[src/rtl/arce_pkg.sv]
`timescale 1ns / 1ps
package arce_pkg;

  localparam int unsigned NUM_SLOTS = 5;
  localparam int unsigned SEG_BYTES = 40;

  typedef logic [2:0] cfg_idx_t;
  localparam cfg_idx_t CFG_FORMAT_MODE   = 3'd0;
  localparam cfg_idx_t CFG_EMPTY_HASH_W0 = 3'd1;
  localparam cfg_idx_t CFG_EMPTY_HASH_W1 = 3'd2;
  localparam cfg_idx_t CFG_EMPTY_HASH_W2 = 3'd3;
  localparam cfg_idx_t CFG_EMPTY_HASH_W3 = 3'd4;

  localparam logic FMT_MASK  = 1'b0;
  localparam logic FMT_FIXED = 1'b1;

  // one field as it goes on the wire: length byte first, then the value bytes
  typedef logic [SEG_BYTES*8-1:0] seg_t;
  typedef logic [5:0]             seg_len_t;
  typedef logic [2:0]             slot_idx_t;

  typedef struct packed {
    seg_t     [NUM_SLOTS-1:0] data;
    seg_len_t [NUM_SLOTS-1:0] len;
    slot_idx_t                last_slot;
  } arce_entry_t;

  // number of bytes left once leading zero bytes are stripped
  function automatic logic [5:0] byte_len(input logic [255:0] v);
    logic [5:0] n;
    n = '0;
    for (int i = 0; i < 32; i++) begin
      if (v[8*i +: 8] != 8'h00) n = 6'(i + 1);
    end
    return n;
  endfunction

  // length byte followed by the low n bytes of v, most significant first
  function automatic seg_t make_seg(input logic [255:0] v, input logic [5:0] n);
    logic [255:0] norm;
    seg_t         s;
    norm = v << {(6'd32 - n), 3'b000};
    s = '0;
    s[7:0] = {2'b00, n};
    for (int j = 0; j < 32; j++) begin
      s[8*(j+1) +: 8] = norm[8*(31-j) +: 8];
    end
    return s;
  endfunction

endpackage

[src/rtl/arce_back.sv]
`timescale 1ns / 1ps
module arce_back (
  input  logic                  clk,
  input  logic                  rst_n,
  input  logic                  head_valid,
  input  arce_pkg::arce_entry_t head,
  output logic                  pop,
  output logic                  out_valid,
  input  logic                  out_ready,
  output logic [63:0]           out_chunk_bytes,
  output logic [3:0]            out_chunk_count,
  output logic                  out_last_chunk
);

  logic [119:0]        acc_r, acc_nxt;
  logic [3:0]          acc_cnt_r, acc_cnt_nxt;
  arce_pkg::slot_idx_t slot_r, slot_nxt;
  logic [2:0]          piece_r, piece_nxt;
  logic                drain_r, drain_nxt;

  logic                out_valid_r;
  logic [63:0]         out_bytes_r;
  logic [3:0]          out_count_r;
  logic                out_last_r;

  logic                out_free;
  arce_pkg::seg_len_t  slot_len;
  arce_pkg::seg_t      slot_data;
  logic [5:0]          rem;
  logic                last_piece;
  logic [3:0]          take;
  logic [63:0]         piece_bytes;
  logic [119:0]        base;
  logic [3:0]          cnt_base;
  logic                emit_now;
  logic                emit_last;
  logic [3:0]          emit_cnt;

  assign out_free    = !out_valid_r || out_ready;
  assign slot_len    = head.len[slot_r];
  assign slot_data   = head.data[slot_r];
  assign rem         = slot_len - {piece_r, 3'b000};
  assign last_piece  = (rem <= 6'd8);
  assign take        = last_piece ? rem[3:0] : 4'd8;
  assign piece_bytes = slot_data[{piece_r, 6'b000000} +: 64];

  always_comb begin
    acc_nxt     = acc_r;
    acc_cnt_nxt = acc_cnt_r;
    slot_nxt    = slot_r;
    piece_nxt   = piece_r;
    drain_nxt   = drain_r;
    pop         = 1'b0;
    emit_now    = 1'b0;
    emit_last   = 1'b0;
    emit_cnt    = 4'd8;
    base        = acc_r;
    cnt_base    = acc_cnt_r;
    if (drain_r) begin
      // record fully packed, flush what is left
      if (out_free) begin
        emit_now = 1'b1;
        if (acc_cnt_r > 4'd8) begin
          acc_nxt     = acc_r >> 64;
          acc_cnt_nxt = acc_cnt_r - 4'd8;
        end else begin
          emit_last   = 1'b1;
          emit_cnt    = acc_cnt_r;
          acc_nxt     = '0;
          acc_cnt_nxt = 4'd0;
          drain_nxt   = 1'b0;
        end
      end
    end else begin
      emit_now = acc_cnt_r[3] && out_free;
      if (emit_now) begin
        base     = acc_r >> 64;
        cnt_base = acc_cnt_r - 4'd8;
      end
      acc_nxt     = base;
      acc_cnt_nxt = cnt_base;
      // append up to eight bytes of the current field behind what is held
      if (head_valid && !cnt_base[3]) begin
        acc_nxt     = base | ({56'b0, piece_bytes} << {cnt_base[2:0], 3'b000});
        acc_cnt_nxt = cnt_base + take;
        if (last_piece) begin
          piece_nxt = 3'd0;
          if (slot_r == head.last_slot) begin
            slot_nxt  = '0;
            drain_nxt = 1'b1;
            pop       = 1'b1;
          end else begin
            slot_nxt = slot_r + 3'd1;
          end
        end else begin
          piece_nxt = piece_r + 3'd1;
        end
      end
    end
  end

  always_ff @(posedge clk) begin
    if (!rst_n) begin
      acc_r       <= '0;
      acc_cnt_r   <= 4'd0;
      slot_r      <= '0;
      piece_r     <= 3'd0;
      drain_r     <= 1'b0;
      out_valid_r <= 1'b0;
    end else begin
      acc_r     <= acc_nxt;
      acc_cnt_r <= acc_cnt_nxt;
      slot_r    <= slot_nxt;
      piece_r   <= piece_nxt;
      drain_r   <= drain_nxt;
      if (emit_now) begin
        out_valid_r <= 1'b1;
      end else if (out_ready) begin
        out_valid_r <= 1'b0;
      end
    end
  end

  always_ff @(posedge clk) begin
    if (emit_now) begin
      out_bytes_r <= acc_r[63:0];
      out_count_r <= emit_cnt;
      out_last_r  <= emit_last;
    end
  end

  assign out_valid       = out_valid_r;
  assign out_chunk_bytes = out_bytes_r;
  assign out_chunk_count = out_count_r;
  assign out_last_chunk  = out_last_r;

`ifndef NO_ASSERTIONS
  a_drain_has_bytes: assert property (@(posedge clk) disable iff (!rst_n)
    drain_r |-> acc_cnt_r != 4'd0)
    else $error("flush with nothing held");

  a_full_inner_chunk: assert property (@(posedge clk) disable iff (!rst_n)
    (out_valid_r && !out_last_r) |-> out_count_r == 4'd8)
    else $error("chunk before the last one is not full");

  a_pop_starts_flush: assert property (@(posedge clk) disable iff (!rst_n)
    pop |=> drain_r)
    else $error("record released without flush");
`endif

endmodule

[config.mk]
export PLATFORM = sky130hd
export DESIGN_NAME = arce_back
export DESIGN_NICKNAME = d
export VERILOG_FILES = /design/src/rtl/arce_pkg.sv /design/src/rtl/arce_back.sv
export SDC_FILE = /design/constraint.sdc
export NUM_CORES = 1
export LEC_CHECK = 0
export BUFFER_PORTS_ARGS = -buffer_cell sky130_fd_sc_hd__buf_4
export CORE_AREA = 4 4 660 662
export DETAILED_ROUTE_END_ITERATION = 12
export DIE_AREA = 0 0 664 666
export MAX_ROUTING_LAYER = met4
export PLACE_DENSITY = 0.3
export SLEW_MARGIN = 15
export SYNTH_ARGS = -nofsm -noshare
export SYNTH_HDL_FRONTEND = slang
export SYNTH_SLANG_ARGS = --single-unit
[constraint.sdc]
create_clock -name clk -period 5 [get_ports clk]
set_input_delay 0.25 -clock clk [delete_from_list [all_inputs] [get_ports clk]]
set_output_delay 0.25 -clock clk [all_outputs]
set_load 0.01 [all_outputs]
# After elaboration in Yosys (flattened, before gate mapping)
# Cells that the tools add are included.
# classes
n_addsub	5
mul	0
n_div	0
magnitude_cmp	3
eq_ne	2
shifts	2
muxes	31
bitwise_logic	3
n_reduce_logical	10
# ops
operator	n
binary-select mux 320 bit (select 3 bit)	1
2-to-1 mux 120 bit	5
2-to-1 mux 320 bit	1
variable part select 320 x 10 -> 64 bit	1
bitwise OR 120 bit	1
<< shifter 64 x 6 -> 120 bit	1
2-to-1 mux 56 bit	1
2-to-1 mux 4 bit	7
binary-select mux 6 bit (select 3 bit)	1
2-to-1 mux 1 bit	12
adder 3 x 1 -> 3 bit (second input constant)	2
<= comparator 6 x 4 -> 1 bit (second input constant)	1
2-to-1 mux 3 bit	2
2-to-1 mux 6 bit	1
subtractor 6 bit	1
adder 4 bit	1
> comparator 4 bit (second input constant)	1
less-than comparator 3 x 4 -> 1 bit (second input constant)	1
AND reduction 2 bit	2
subtractor 4 bit (second input constant)	1
equality test 3 bit	1
AND reduction 3 bit	1
OR reduction 3 bit	1
logical AND 1 bit	2
5 further kinds	7
# word_totals
reg_bits	201
latchBits	0
ramBits	0
mem_bits_ro	0
in_bits	1637
wordCells	65
memories	0

# Depth between registers and ports, before layout
# depth
ltp_word	9
mapped_depth	22
mapped_depth_nobuf	15

# Least setup slack after synthesis
# Ideal clock, no wire load.
# synth_timing
path_type	register to register
start	register slot_r[0]
end	register acc_cnt_r[2]
setup_time_ns	0.128
t_arrival_ns	3.971
t_required_ns	4.872
path_slack_ns	0.901
path_stages_with_launch	20
n_path_buf	8
cell_sequence	dfxtp_1 buf_6 buf_8 buf_8 buf_6 buf_8 buf_6 buf_6 buf_4 mux4_2 a21oi_1 ha_1 fa_1 nand3_1 nor2_1 ha_1 fa_1 xor2_1 a22oi_1 nor2_1
# synth_between
elab_chain_len	8
# synth_rtl
item	line_no	rtl
start, declared	arce_back.sv:17	arce_pkg::slot_idx_t slot_r, slot_nxt;
start signal, assigned	arce_back.sv:113	slot_r <= slot_nxt;
binary-select mux 6 bit (select 3 bit) *	arce_back.sv:40	assign slot_len = head.len[slot_r];
2-to-1 mux 6 bit (not written as such) *	arce_back.sv:40	
subtractor 6 bit *	arce_back.sv:42	assign rem = slot_len - {piece_r, 3'b000};
<= comparator 6 x 4 -> 1 bit	arce_back.sv:43	assign last_piece = (rem <= 6'd8);
2-to-1 mux 4 bit *	arce_back.sv:44	assign take = last_piece ? rem[3:0] : 4'd8;
adder 4 bit *	arce_back.sv:85	acc_cnt_nxt = cnt_base + take;
2-to-1 mux 4 bit *	arce_back.sv:83	if (head_valid && !cnt_base[3]) begin
2-to-1 mux 4 bit *	arce_back.sv:59	if (drain_r) begin
end signal, assigned	arce_back.sv:112	acc_cnt_r <= acc_cnt_nxt;
end, declared	arce_back.sv:16	logic [3:0] acc_cnt_r, acc_cnt_nxt;
# Mark *: on every way between the ends. The rest lies on a longest branch, timed or not. The select of a mux whose other input is x is not followed.
# A chain may end at the register's enable or synchronous reset.

# Worst setup path after layout
# layout_timing
start	register slot_r[1]
end	register acc_r[52]
# layout_between
elab_chain_len	7
# layout_rtl
item	line_no	rtl
binary-select mux 320 bit (select 3 bit)	arce_back.sv:41	assign slot_data = head.data[slot_r];
2-to-1 mux 320 bit (not written as such)	arce_back.sv:41	
variable part select 320 x 10 -> 64 bit	arce_back.sv:45	assign piece_bytes = slot_data[{piece_r, 6'b000000} +: 64];
<< shifter 64 x 6 -> 120 bit	arce_back.sv:84	acc_nxt = base | ({56'b0, piece_bytes} << {cnt_base[2:0], 3'b000});
bitwise OR 120 bit	arce_back.sv:84	
2-to-1 mux 120 bit	arce_back.sv:83	
2-to-1 mux 120 bit	arce_back.sv:59	
end signal, assigned	arce_back.sv:111	acc_r <= acc_nxt;
end, declared	arce_back.sv:15	logic [119:0] acc_r, acc_nxt;
# No other way between the ends. The select of a mux whose other input is x is not followed.

==> summary.txt <==
Power Total - 0.01028 W
post-DR vias/cell - 3.487
Top Ports - 1,708
post-synthesis sequential area ratio - 19.09%
Mapped Avg Cell Area - 9.224 um^2
Slew Limit Fails - 0
CP Capture Type - register
critical path arrival - 5.43 ns
RSZ-0062 raised after global routing - false
detailed-route via count - 36,010
Post-Synth Simple-Gate Area - 11.17%
HP Class - input port to register
core box area - 429,700 um^2
worst slack at placement - 0.2956 ns
Sink Count - 201
Synth Area in Compound Gates - 24.60%
routability cong. - 0.9842
Cell Rows - 241
status - complete, no violations
largest net degree at the start of global routing - 63
Final Skew - 0.02912 ns
Synth Warn # - 0
synthesized flop and latch total - 201
critical path type - register to register
number of buffers added for setup after CTS - 0
Total Routing Usage GR - 21.57%
post_cts resized - 0
synthesized cell area - 24,700 um^2
H-tree levels - 1
M1 WL - 185,800 um
# fillers - 49,630
initial antenna violation count - 599
Vert. Die Dim - 666 um
Post-Route WL - 485,200 um
DP HPWL - 439,900 um
DRC - 0
power per cell area - 217.8 nW/um^2
met3 wire len - 44,110 um
final core utilization - 10.98%
WL per Instance - 46.99 um
CTS root buffer - clkbuf_16
# nets final - 6,012
CTS max path bufs - 3
Post-synth top flop - dfxtp_1
Synth area leader - mux4_2
number of synthesized flops with an enable pin - 69
total grt overflow - 0
max_cap viols - 0
First-pass DRT Iterations - 7
Post-Synth Adder-Cell Area - 0.4660%
Final WS setup - 0.1516 ns
Worst setup SP type - register
top-area cell type share of the netlist area - 17.69%
DR top layer - met4
hold_ws - 0.04254 ns
Post-Syn Nets - 4,323
vias in the first global route - 35,060
Num CTS Buffers - 28
TritonCTS clock tree - done
Area Overhead vs Synth - 91.04%
Synth async-reset ratio - 0%
DR iter-0 viols - 3,528
setup_tns - 0 ns
CP Data Required Time - 5.58 ns
met2 WL post-DR - 238,200 um
final hold violations - 0
Worst-path clk slew - 0.07 ns
main combinational cell family by area after synthesis - multiplexers
Synth Instances - 2,678
period utilization - 96.97%
Worst-Skew Late Latency - 0.64 ns
dominant cells by area after synthesis - mux4_2 (18%), mux2i_1 (16%), dfxtp_1 (11%)
Rel. slew slack - 16.08%
number of port buffers - 1,707
Worst Tran Pin Value - 1.249 ns
mux contribution to synthesized area - 38.13%
hold buffer count at cts - 0
post-synth cell types - 68
Die ar. - 442,200 um^2
worst-path fanout max - 26
Starting Density - 5.749%
Die Width - 664 um
fraction of layout cells with a size suffix above 1 - 53.61%
Lkg Pwr - 17.03 nW
Max IR drop VDD - 0.2847 mV
FMAX - 206.3 MHz
fin crit period - 4.848 ns
Antenna Violating Nets Remaining - 0
Synth Area in XOR/XNOR - 0.2482%
final setup violation count - 0
first-pass GRT wire length - 567,100 um
-- layout make-up --
type	instances	area, um^2	share of cell area [%]
clock buffer	32	735.7	1.559
tap	5710	7144	15.14
inverter	13	52.55	0.1114
timing repair buffer	1950	15090	31.98
multi-input combinational	2173	18600	39.42
sequential	201	4745	10.05
antenna	229	573.1	1.214
clock inverter	18	250.2	0.5303
-- critical path, cell delays in order, from the launching register on --
cell and delay (ns):
dfxtp_4 0.56, buf_12 0.27, or3b_4 0.74, buf_4 0.32
nor2_1 0.67, a311o_1 0.68, o22ai_1 0.18, a2111oi_0 0.95
buf_4 0.23, o211a_1 0.13
-- flip-flops by register name, summed over array words and instances (netlist names) --
name / cells
out_chunk_bytes: 64
out_valid: 1
piece_r: 3
out_last_chunk: 1
acc_r: 120
drain_r: 1
acc_cnt_r: 4
out_chunk_count: 4
slot_r: 3
-- power breakdown --
group,leakage (nW),switching [W],internal (W)
sequential,1.74,0.000302,0.00188
combinational,14.8,0.00341,0.00237
clock,0.470,0.000999,0.00131
-- synth_stat cells (all sizes together) (41+ instances only) --
cell    number
o22ai      107
o21ai       90
clkbuf     163
nor3        41
buf        128
mux2       100
nand3       79
a22oi      118
mux4       194
mux2i      392
a21oi      169
a221oi      61
nand2      194
edfxtp      69
nor2       200
dfxtp      132
-- metal layers --
metal | vias to the layer above | track usage (%)
met3 | 735 | 8.465
met5 | - | -
li1 | 14550 | -
met2 | 2556 | 36.60
met1 | 18170 | 23.32
met4 | 0 | 5.957
-- path summary, 6_finish.rpt --
| kind | slack (ns) | depth (start not counted) | startpoint | end |
|---|---|---|---|---|
| max reg2reg | 0.15 | 9 | slot_r[1] | acc_r[52] |
| max | 0.15 | 9 | slot_r[1] | acc_r[52] |
| min | 0.04 | 3 | rst_n | acc_r[44] |
| min reg2reg | 0.47 | 0 | acc_r[30] | out_chunk_bytes[30] |
-- layout by cell type (no fill, tap or decap), drive strengths merged, types with 8 or more instances in the layout --
cell,instances
a2111oi,12
a211o,37
a211oi,33
a21oi,169
a221o,29
a221oi,61
a22o,9
a22oi,118
a311o,8
a311oi,15
a31o,8
a31oi,22
and2,10
and3,19
and3b,21
buf,1950
clkbuf,32
clkinv,10
dfxtp,132
diode,229
edfxtp,69
inv,12
mux2,100
mux2i,392
mux4,194
nand2,194
nand3,79
nand4,9
nor2,200
nor2b,8
nor3,41
o211ai,33
o21a,12
o21ai,90
o221ai,17
o22a,30
o22ai,107
o2bb2ai,8
o31a,12
o31ai,9
-- stage by stage --
step / area [um^2] / instances
global route: 47140 / 10300
floorplan: 24700 / 2678
global placement: 45630 / 10050
detailed placement: 45630 / 10050
CTS: 46620 / 10100
finish: 47190 / 10330
-- cell families (layout without fill, tap and decap cells) --
kind of cell | count (synthesis) | count (layout)
adders and majority gates | 8 | 8
and+or+nand+nor | 609 | 609
DFF | 201 | 201
AOI/OAI and AO/OA | 863 | 863
xor gates and xnor gates | 7 | 7
muxes | 686 | 686
buffers and inverters | 304 | 2013
other | 0 | 229
(Power assumes the default switching activity.)
